## src/sv/kvt_pkg.sv

```systemverilog
// Shared types and constants for the key/value table core.
// Used by the channel interfaces, the table cell and the top level; no dependencies.
package kvt_pkg;

   localparam int ENTRIES  = 16;
   localparam int KEY_W    = 64;
   localparam int VAL_W    = 64;
   localparam int ACT_W    = 2;
   localparam int STAT_W   = 2;
   localparam int CNT_OUT_W = 5;
   localparam int CNT_BITS = $clog2(ENTRIES + 1);
   localparam int COUNT_W  = (CNT_BITS > CNT_OUT_W) ? CNT_BITS : CNT_OUT_W;

   localparam logic [ACT_W-1:0] ACT_PUT    = 2'd0;
   localparam logic [ACT_W-1:0] ACT_GET    = 2'd1;
   localparam logic [ACT_W-1:0] ACT_REMOVE = 2'd2;

   localparam logic [STAT_W-1:0] STAT_UPDATED  = 2'd0;
   localparam logic [STAT_W-1:0] STAT_INSERTED = 2'd1;
   localparam logic [STAT_W-1:0] STAT_FULL     = 2'd2;
   localparam logic [STAT_W-1:0] STAT_MISSING  = 2'd3;

   // Operation broadcast to every cell of the row.
   typedef struct packed {
      logic                    commit;
      logic [ACT_W-1:0]        action;
      logic signed [KEY_W-1:0] key;
      logic [VAL_W-1:0]        value;
   } cmd_type;

   // Word handed from one cell to the next along the row.
   typedef struct packed {
      logic             free_seen;
      logic             hit_seen;
      logic [VAL_W-1:0] hit_value;
   } chain_type;

endpackage

```

## src/sv/kvt_req_if.sv

```systemverilog
// Request channel: valid/ready handshake carrying action, key and value.
// Depends on kvt_pkg for field widths.
interface kvt_req_if import kvt_pkg::*; ();
   logic                    valid;
   logic                    ready;
   logic [ACT_W-1:0]        action;
   logic signed [KEY_W-1:0] key;
   logic [VAL_W-1:0]        value;

   modport source (output valid, action, key, value, input ready);
   modport sink   (input valid, action, key, value, output ready);
endinterface

```

## src/sv/kvt_rsp_if.sv

```systemverilog
// Response channel: valid/ready handshake carrying status, found, value and count.
// Depends on kvt_pkg for field widths.
interface kvt_rsp_if import kvt_pkg::*; ();
   logic                 valid;
   logic                 ready;
   logic [STAT_W-1:0]    status;
   logic                 found;
   logic [VAL_W-1:0]     result_value;
   logic [CNT_OUT_W-1:0] count;

   modport source (output valid, status, found, result_value, count, input ready);
   modport sink   (input valid, status, found, result_value, count, output ready);
endinterface

```

## src/sv/key_value_table_core.sv

```systemverilog
// Key/value table core: a row of ENTRIES cells searched in parallel.
// Depends on kvt_pkg, kvt_req_if, kvt_rsp_if and kvt_cell.
//
// Usage:
//   req_ch carries one operation per word: action (put, get, remove), key and
//   value. rsp_ch returns one word per operation: status, found, result_value
//   and the pair count after the operation (low five bits).
//   A request is registered on acceptance; in the lookup step that follows, every cell
//   compares the key, the row hands the free-slot and hit marks from cell to cell, the
//   cells update and the response register loads. A request is taken only in the
//   idle step, so each operation finishes its compare and write-back pass through
//   the cell row before the next is accepted.
//   A new request is accepted while an earlier response still waits. If the
//   receiver stalls, the finished operation holds in the lookup step (table
//   not yet updated) until the response register frees, and no further
//   request is taken.
//   Reset clears the valid marks, the count and both channel handshakes;
//   keys and values are not cleared and are read only from valid slots.
module key_value_table_core import kvt_pkg::*; (
   input  logic      clock,
   input  logic      reset,
   kvt_req_if.sink   req_ch,
   kvt_rsp_if.source rsp_ch
);

   localparam logic S_IDLE = 1'b0;
   localparam logic S_LOOK = 1'b1;

   logic                    state_ff, state_in;
   logic [ACT_W-1:0]        action_ff;
   logic signed [KEY_W-1:0] key_ff;
   logic [VAL_W-1:0]        value_ff;
   logic [COUNT_W-1:0]      count_ff, count_in;

   logic                 rsp_valid_ff;
   logic [STAT_W-1:0]    rsp_status_ff, status_in;
   logic                 rsp_found_ff, found_in;
   logic [VAL_W-1:0]     rsp_value_ff, value_in;

   logic          commit;
   logic          accept;
   cmd_type       cmd;
   chain_type     chain [ENTRIES+1];
   logic [ENTRIES-1:0] match_vec;
   logic [ENTRIES-1:0] valid_vec;
   logic          any_hit;
   logic          any_free;

   assign req_ch.ready = (state_ff == S_IDLE);
   assign accept = req_ch.valid && req_ch.ready;
   assign commit = (state_ff == S_LOOK) && (!rsp_valid_ff || rsp_ch.ready);

   assign chain[0] = '0;
   assign any_hit  = chain[ENTRIES].hit_seen;
   assign any_free = chain[ENTRIES].free_seen;

   always_comb begin
      cmd.commit  = commit;
      cmd.action  = action_ff;
      cmd.key     = key_ff;
      cmd.value   = value_ff;
   end

   for (genvar i = 0; i < ENTRIES; i++) begin : g_cell
      kvt_cell u_cell (
         .clock     (clock),
         .reset     (reset),
         .cmd       (cmd),
         .any_hit   (any_hit),
         .chain_in  (chain[i]),
         .chain_out (chain[i+1]),
         .match     (match_vec[i]),
         .valid     (valid_vec[i])
      );
   end

   always_comb begin
      status_in = STAT_MISSING;
      found_in  = 1'b0;
      value_in  = '0;
      count_in  = count_ff;
      unique case (action_ff)
         ACT_PUT: begin
            if (any_hit) begin
               status_in = STAT_UPDATED;
               found_in  = 1'b1;
            end else if (any_free) begin
               status_in = STAT_INSERTED;
               count_in  = count_ff + COUNT_W'(1);
            end else begin
               status_in = STAT_FULL;
            end
         end
         ACT_GET: begin
            if (any_hit) begin
               status_in = STAT_UPDATED;
               found_in  = 1'b1;
               value_in  = chain[ENTRIES].hit_value;
            end
         end
         ACT_REMOVE: begin
            if (any_hit) begin
               status_in = STAT_UPDATED;
               found_in  = 1'b1;
               value_in  = chain[ENTRIES].hit_value;
               count_in  = count_ff - COUNT_W'(1);
            end
         end
         default: begin
            status_in = STAT_MISSING;
         end
      endcase
   end

   always_comb begin
      state_in = state_ff;
      unique case (state_ff)
         S_IDLE:  if (accept) state_in = S_LOOK;
         S_LOOK:  if (commit) state_in = S_IDLE;
         default: state_in = S_IDLE;
      endcase
   end

   always_ff @(posedge clock) begin
      if (reset) begin
         state_ff     <= S_IDLE;
         count_ff     <= '0;
         rsp_valid_ff <= 1'b0;
      end else begin
         state_ff <= state_in;
         if (commit) begin
            count_ff     <= count_in;
            rsp_valid_ff <= 1'b1;
         end else if (rsp_ch.ready) begin
            rsp_valid_ff <= 1'b0;
         end
      end
   end

   // Hold the request word for the lookup step.
   always_ff @(posedge clock) begin
      if (accept) begin
         action_ff <= req_ch.action;
         key_ff    <= req_ch.key;
         value_ff  <= req_ch.value;
      end
   end

   always_ff @(posedge clock) begin
      if (commit) begin
         rsp_status_ff <= status_in;
         rsp_found_ff  <= found_in;
         rsp_value_ff  <= value_in;
      end
   end

   assign rsp_ch.valid        = rsp_valid_ff;
   assign rsp_ch.status       = rsp_status_ff;
   assign rsp_ch.found        = rsp_found_ff;
   assign rsp_ch.result_value = rsp_value_ff;
   assign rsp_ch.count        = count_ff[CNT_OUT_W-1:0];

   a_single_match: assert property (@(posedge clock) disable iff (reset)
      state_ff == S_LOOK |-> $onehot0(match_vec))
      else $error("more than one slot matches the key");

   a_count_tracks_valid: assert property (@(posedge clock) disable iff (reset)
      $countones(valid_vec) == int'(count_ff))
      else $error("pair count disagrees with valid marks");

   a_commit_gives_rsp: assert property (@(posedge clock) disable iff (reset)
      commit |=> rsp_valid_ff && state_ff == S_IDLE)
      else $error("finished operation did not load a response");

   a_no_accept_in_lookup: assert property (@(posedge clock) disable iff (reset)
      state_ff == S_LOOK && !commit |=> state_ff == S_LOOK && $stable(key_ff))
      else $error("stalled operation lost its request word");

endmodule

```

## src/sv/kvt_cell.sv

```systemverilog
// One slot of the table: key, value and valid mark, with its compare and update logic.
// Depends on kvt_pkg; chained with its neighbors by the top level.
module kvt_cell import kvt_pkg::*; (
   input  logic      clock,
   input  logic      reset,
   input  cmd_type   cmd,
   input  logic      any_hit,
   input  chain_type chain_in,
   output chain_type chain_out,
   output logic      match,
   output logic      valid
);

   logic [KEY_W-1:0] key_ff;
   logic [VAL_W-1:0] value_ff;
   logic             valid_ff;
   logic             claim;

   assign match = valid_ff && (key_ff == cmd.key);
   assign valid = valid_ff;

   // First free slot in the row takes an insert.
   assign claim = !valid_ff && !chain_in.free_seen;

   always_comb begin
      chain_out.free_seen = chain_in.free_seen | !valid_ff;
      chain_out.hit_seen  = chain_in.hit_seen | match;
      chain_out.hit_value = chain_in.hit_value | (match ? value_ff : '0);
   end

   always_ff @(posedge clock) begin
      if (reset) begin
         valid_ff <= 1'b0;
      end else if (cmd.commit) begin
         if (cmd.action == ACT_PUT && !any_hit && claim) begin
            valid_ff <= 1'b1;
         end else if (cmd.action == ACT_REMOVE && match) begin
            valid_ff <= 1'b0;
         end
      end
   end

   always_ff @(posedge clock) begin
      if (cmd.commit && cmd.action == ACT_PUT) begin
         if (match) begin
            value_ff <= cmd.value;
         end else if (!any_hit && claim) begin
            key_ff   <= cmd.key;
            value_ff <= cmd.value;
         end
      end
   end

endmodule

```

## src/flat_wrapper.sv

```systemverilog
// flat-port wrapper written by rule: the top's interface ports become plain ports
module key_value_table_core_flat import kvt_pkg::*;
  (clock, reset, req_ch_valid, req_ch_action, req_ch_key, req_ch_value, req_ch_ready, rsp_ch_valid, rsp_ch_status, rsp_ch_found, rsp_ch_result_value, rsp_ch_count, rsp_ch_ready);
  kvt_req_if req_ch_i ();
  kvt_rsp_if rsp_ch_i ();
  input  logic clock;
  input  logic reset;
  input wire logic [$bits(req_ch_i.valid)-1:0] req_ch_valid;
  input wire logic [$bits(req_ch_i.action)-1:0] req_ch_action;
  input wire logic [$bits(req_ch_i.key)-1:0] req_ch_key;
  input wire logic [$bits(req_ch_i.value)-1:0] req_ch_value;
  output wire logic [$bits(req_ch_i.ready)-1:0] req_ch_ready;
  output wire logic [$bits(rsp_ch_i.valid)-1:0] rsp_ch_valid;
  output wire logic [$bits(rsp_ch_i.status)-1:0] rsp_ch_status;
  output wire logic [$bits(rsp_ch_i.found)-1:0] rsp_ch_found;
  output wire logic [$bits(rsp_ch_i.result_value)-1:0] rsp_ch_result_value;
  output wire logic [$bits(rsp_ch_i.count)-1:0] rsp_ch_count;
  input wire logic [$bits(rsp_ch_i.ready)-1:0] rsp_ch_ready;
  assign req_ch_i.valid = req_ch_valid;
  assign req_ch_i.action = req_ch_action;
  assign req_ch_i.key = req_ch_key;
  assign req_ch_i.value = req_ch_value;
  assign req_ch_ready = req_ch_i.ready;
  assign rsp_ch_valid = rsp_ch_i.valid;
  assign rsp_ch_status = rsp_ch_i.status;
  assign rsp_ch_found = rsp_ch_i.found;
  assign rsp_ch_result_value = rsp_ch_i.result_value;
  assign rsp_ch_count = rsp_ch_i.count;
  assign rsp_ch_i.ready = rsp_ch_ready;
  key_value_table_core u_core (.clock(clock), .reset(reset), .req_ch(req_ch_i), .rsp_ch(rsp_ch_i));
endmodule
```

## config.mk

```make
export PLATFORM = sky130hd
export DESIGN_NAME = key_value_table_core_flat
export DESIGN_NICKNAME = d
export VERILOG_FILES = /design/src/sv/kvt_pkg.sv /design/src/sv/kvt_req_if.sv /design/src/sv/kvt_rsp_if.sv /design/src/sv/key_value_table_core.sv /design/src/sv/kvt_cell.sv /design/src/flat_wrapper.sv
export SDC_FILE = /design/constraint.sdc
export NUM_CORES = 2
export LEC_CHECK = 0
export BUFFER_PORTS_ARGS = -buffer_cell sky130_fd_sc_hd__buf_2
export CORE_MARGIN = 2
export CORE_UTILIZATION = 50
export DETAILED_ROUTE_END_ITERATION = 7
export PLACE_DENSITY = 0.69
export REMOVE_ABC_BUFFERS = 1
export SYNTH_ARGS = -nofsm -noshare
export SYNTH_HDL_FRONTEND = slang
export SYNTH_HIERARCHICAL = 1
export SYNTH_SLANG_ARGS = --single-unit
export TNS_END_PERCENT = 50
```

## constraint.sdc

```tcl
create_clock -name clock -period 14.5 [get_ports clock]
set_clock_uncertainty 0.1 [all_clocks]
set_input_delay 0.725 -clock clock [delete_from_list [all_inputs] [get_ports clock]]
set_output_delay 0.725 -clock clock [all_outputs]
set_load 0.02 [all_outputs]
```

==> metrics.txt <==
run status finished, final reports clean; core area 186000 um2; Static Leakage 35.7 nW; final WL 218000 um; setup TNS 0 ns; Routability Congestion 0.848; die height 436 um; 1st-pass router iterations 5; routed len/inst 24.6 um; area of placed instances 97600 um2; CTS root buf clkbuf_16; Clock Latency Late Sink 0.86 ns; Final Hold Fails 0; most common cell after layout, fill and taps aside edfxtp_1; Initial Util 0.504; Die Wd 436 um; Ports 208; HP Class input port to flip-flop; number of max-cap violations 0; Max Fclk 0.134 GHz; Post-Syn Instances 5669; final hold slack 0.103 ns; antenna violations before repair 0; DRC 0; Port Buffers 207; RSZ-0062 raised after global routing no; Nets 6325; worst vdd ir 0.111 mV; CP Data Required Time 14.88 ns; ant diodes 0; full die area 191000 um2; P per Cell Area 128 nW/um2; Std-Cell Rows 158; via count 52300; Via density 5.91; Area growth syn-to-layout 13.3%; Starting DRT DRC Count 5197; maximum fanout along the worst path 67; Final setup viols 0; clock sinks 2268; fin worst setup slack 7.06 ns; Layout Utilization 0.571; post-DP HPWL 127000 um; largest net degree at the start of global routing 68; Least-Margin Pin Slew 1.17 ns; Finished Cell Area 106000 um2; fraction of layout instances using a drive strength above 1 0.210; type of the worst setup path flip-flop to flip-flop; most frequent cells in the layout edfxtp_1, a31o_2, xor2_1; type of origin of the critical path flip-flop; pre-CTS WS 7.05 ns; DRT antenna net count 0; arrival time at the worst endpoint 7.82 ns; global-route wire length before repair 329000 um; H-tree depth 4; Relative slew margins 0.223; Global Route Usage Sum 0.224; Post-CTS Setup Bufs 0; filler cell count 14200; TritonCTS buffer count 223; Reg clk slew, reported paths 0.06 ns; Max Transition Viols Final 0; Syn. warnings 6; fin crit period 7.44 ns; Avg Inst Size Synth 16.5 um2; CTS tree built; synthesized cell area 93500 um2; kind of end point of the critical path flip-flop; clock buffer depth 3; number of global-route vias before repair 52300; global route total overflow 0; final worst path period share 0.513
[report_power, final]
part           internal, W  total (W)  switching (W)
registers          0.00727    0.00733      0.0000647
logic             0.000273   0.000629       0.000356
clock network      0.00311    0.00556        0.00245
total               0.0106     0.0135        0.00287
[critical path, stage by stage (launching register included)]
cell,delay [ns]
edfxtp_1,0.57
buf_4,0.34
nand2b_1,0.20
nand4_1,0.11
nor4_1,0.08
nand3_1,0.13
nor4_4,0.06
buf_4,0.39
a21o_1,0.28
a21o_1,0.15
a21o_1,0.15
a21o_1,0.15
a21o_1,0.15
a21o_1,0.15
a21o_1,0.14
a21o_1,0.14
a21o_1,0.14
a21o_1,0.20
a21o_1,0.17
a21o_1,0.16
a21o_1,0.15
a21o_1,0.14
a21o_1,0.15
a21o_4,0.34
nor4b_2,0.30
buf_4,0.83
a31o_4,0.37
buf_4,0.65
[through the flow]
stage               instances  total power [W]
detailed placement       8310          0.00807
global placement         8310          0.00806
global route             8860           0.0139
floorplan                5479          0.00785
CTS                      8860           0.0136
finish                   8860           0.0135
[layer usage]
metal | vias up | wire length (um) | track usage
li1 | 23400 | - | -
met1 | 27000 | 91700 | 0.306
met2 | 1695 | 108000 | 0.378
met3 | 300 | 12900 | 0.0331
met4 | 0 | 4900 | 0.0589
met5 | - | 0 | 0
[cell type report]
cell class	instances	area, um2	area share
flip-flops and latches	2268	67900	0.641
repair buffers	481	3420	0.0323
multi-input cells	2918	23400	0.221
well taps	2480	3100	0.0293
clock inverters	143	1230	0.0116
clock buffers	277	5830	0.0550
inverters	293	1100	0.0104
[final timing paths]
path         cells past startpoint                                         endpoint  slack [ns]                                 from
max                             27  u_core/g_cell[15].u_cell/value_ff[12]$_DFFE_PP_        7.06          u_core/key_ff[45]$_DFFE_PP_
min                              1                      u_core/key_ff[60]$_DFFE_PP_        0.10                       req_ch_key[60]
max reg2reg                     27  u_core/g_cell[15].u_cell/value_ff[12]$_DFFE_PP_        7.06          u_core/key_ff[45]$_DFFE_PP_
min reg2reg                      2              u_core/rsp_ch.count[3]$_SDFFE_PP0P_        0.47  u_core/rsp_ch.count[3]$_SDFFE_PP0P_
[registers in the layout, summed over array words and instances (netlist names), 2 cells and up]
signal,flops
u_core/g_cell.u_cell/key_ff,1024
u_core/g_cell.u_cell/value_ff,1024
u_core/key_ff,64
u_core/rsp_ch.result_value,64
u_core/value_ff,64
u_core/g_cell.u_cell/valid,16
u_core/rsp_ch.count,5
u_core/action_ff,2
u_core/rsp_ch.status,2
[what timing repair did]
| item | 4_1_cts | 5_1_grt |
|---|---|---|
| hold buffers | 130 | 0 |
| hold endpoints to repair | 130 | 0 |
| gates resized for setup | 0 | 0 |
(Power assumes the default switching activity.)
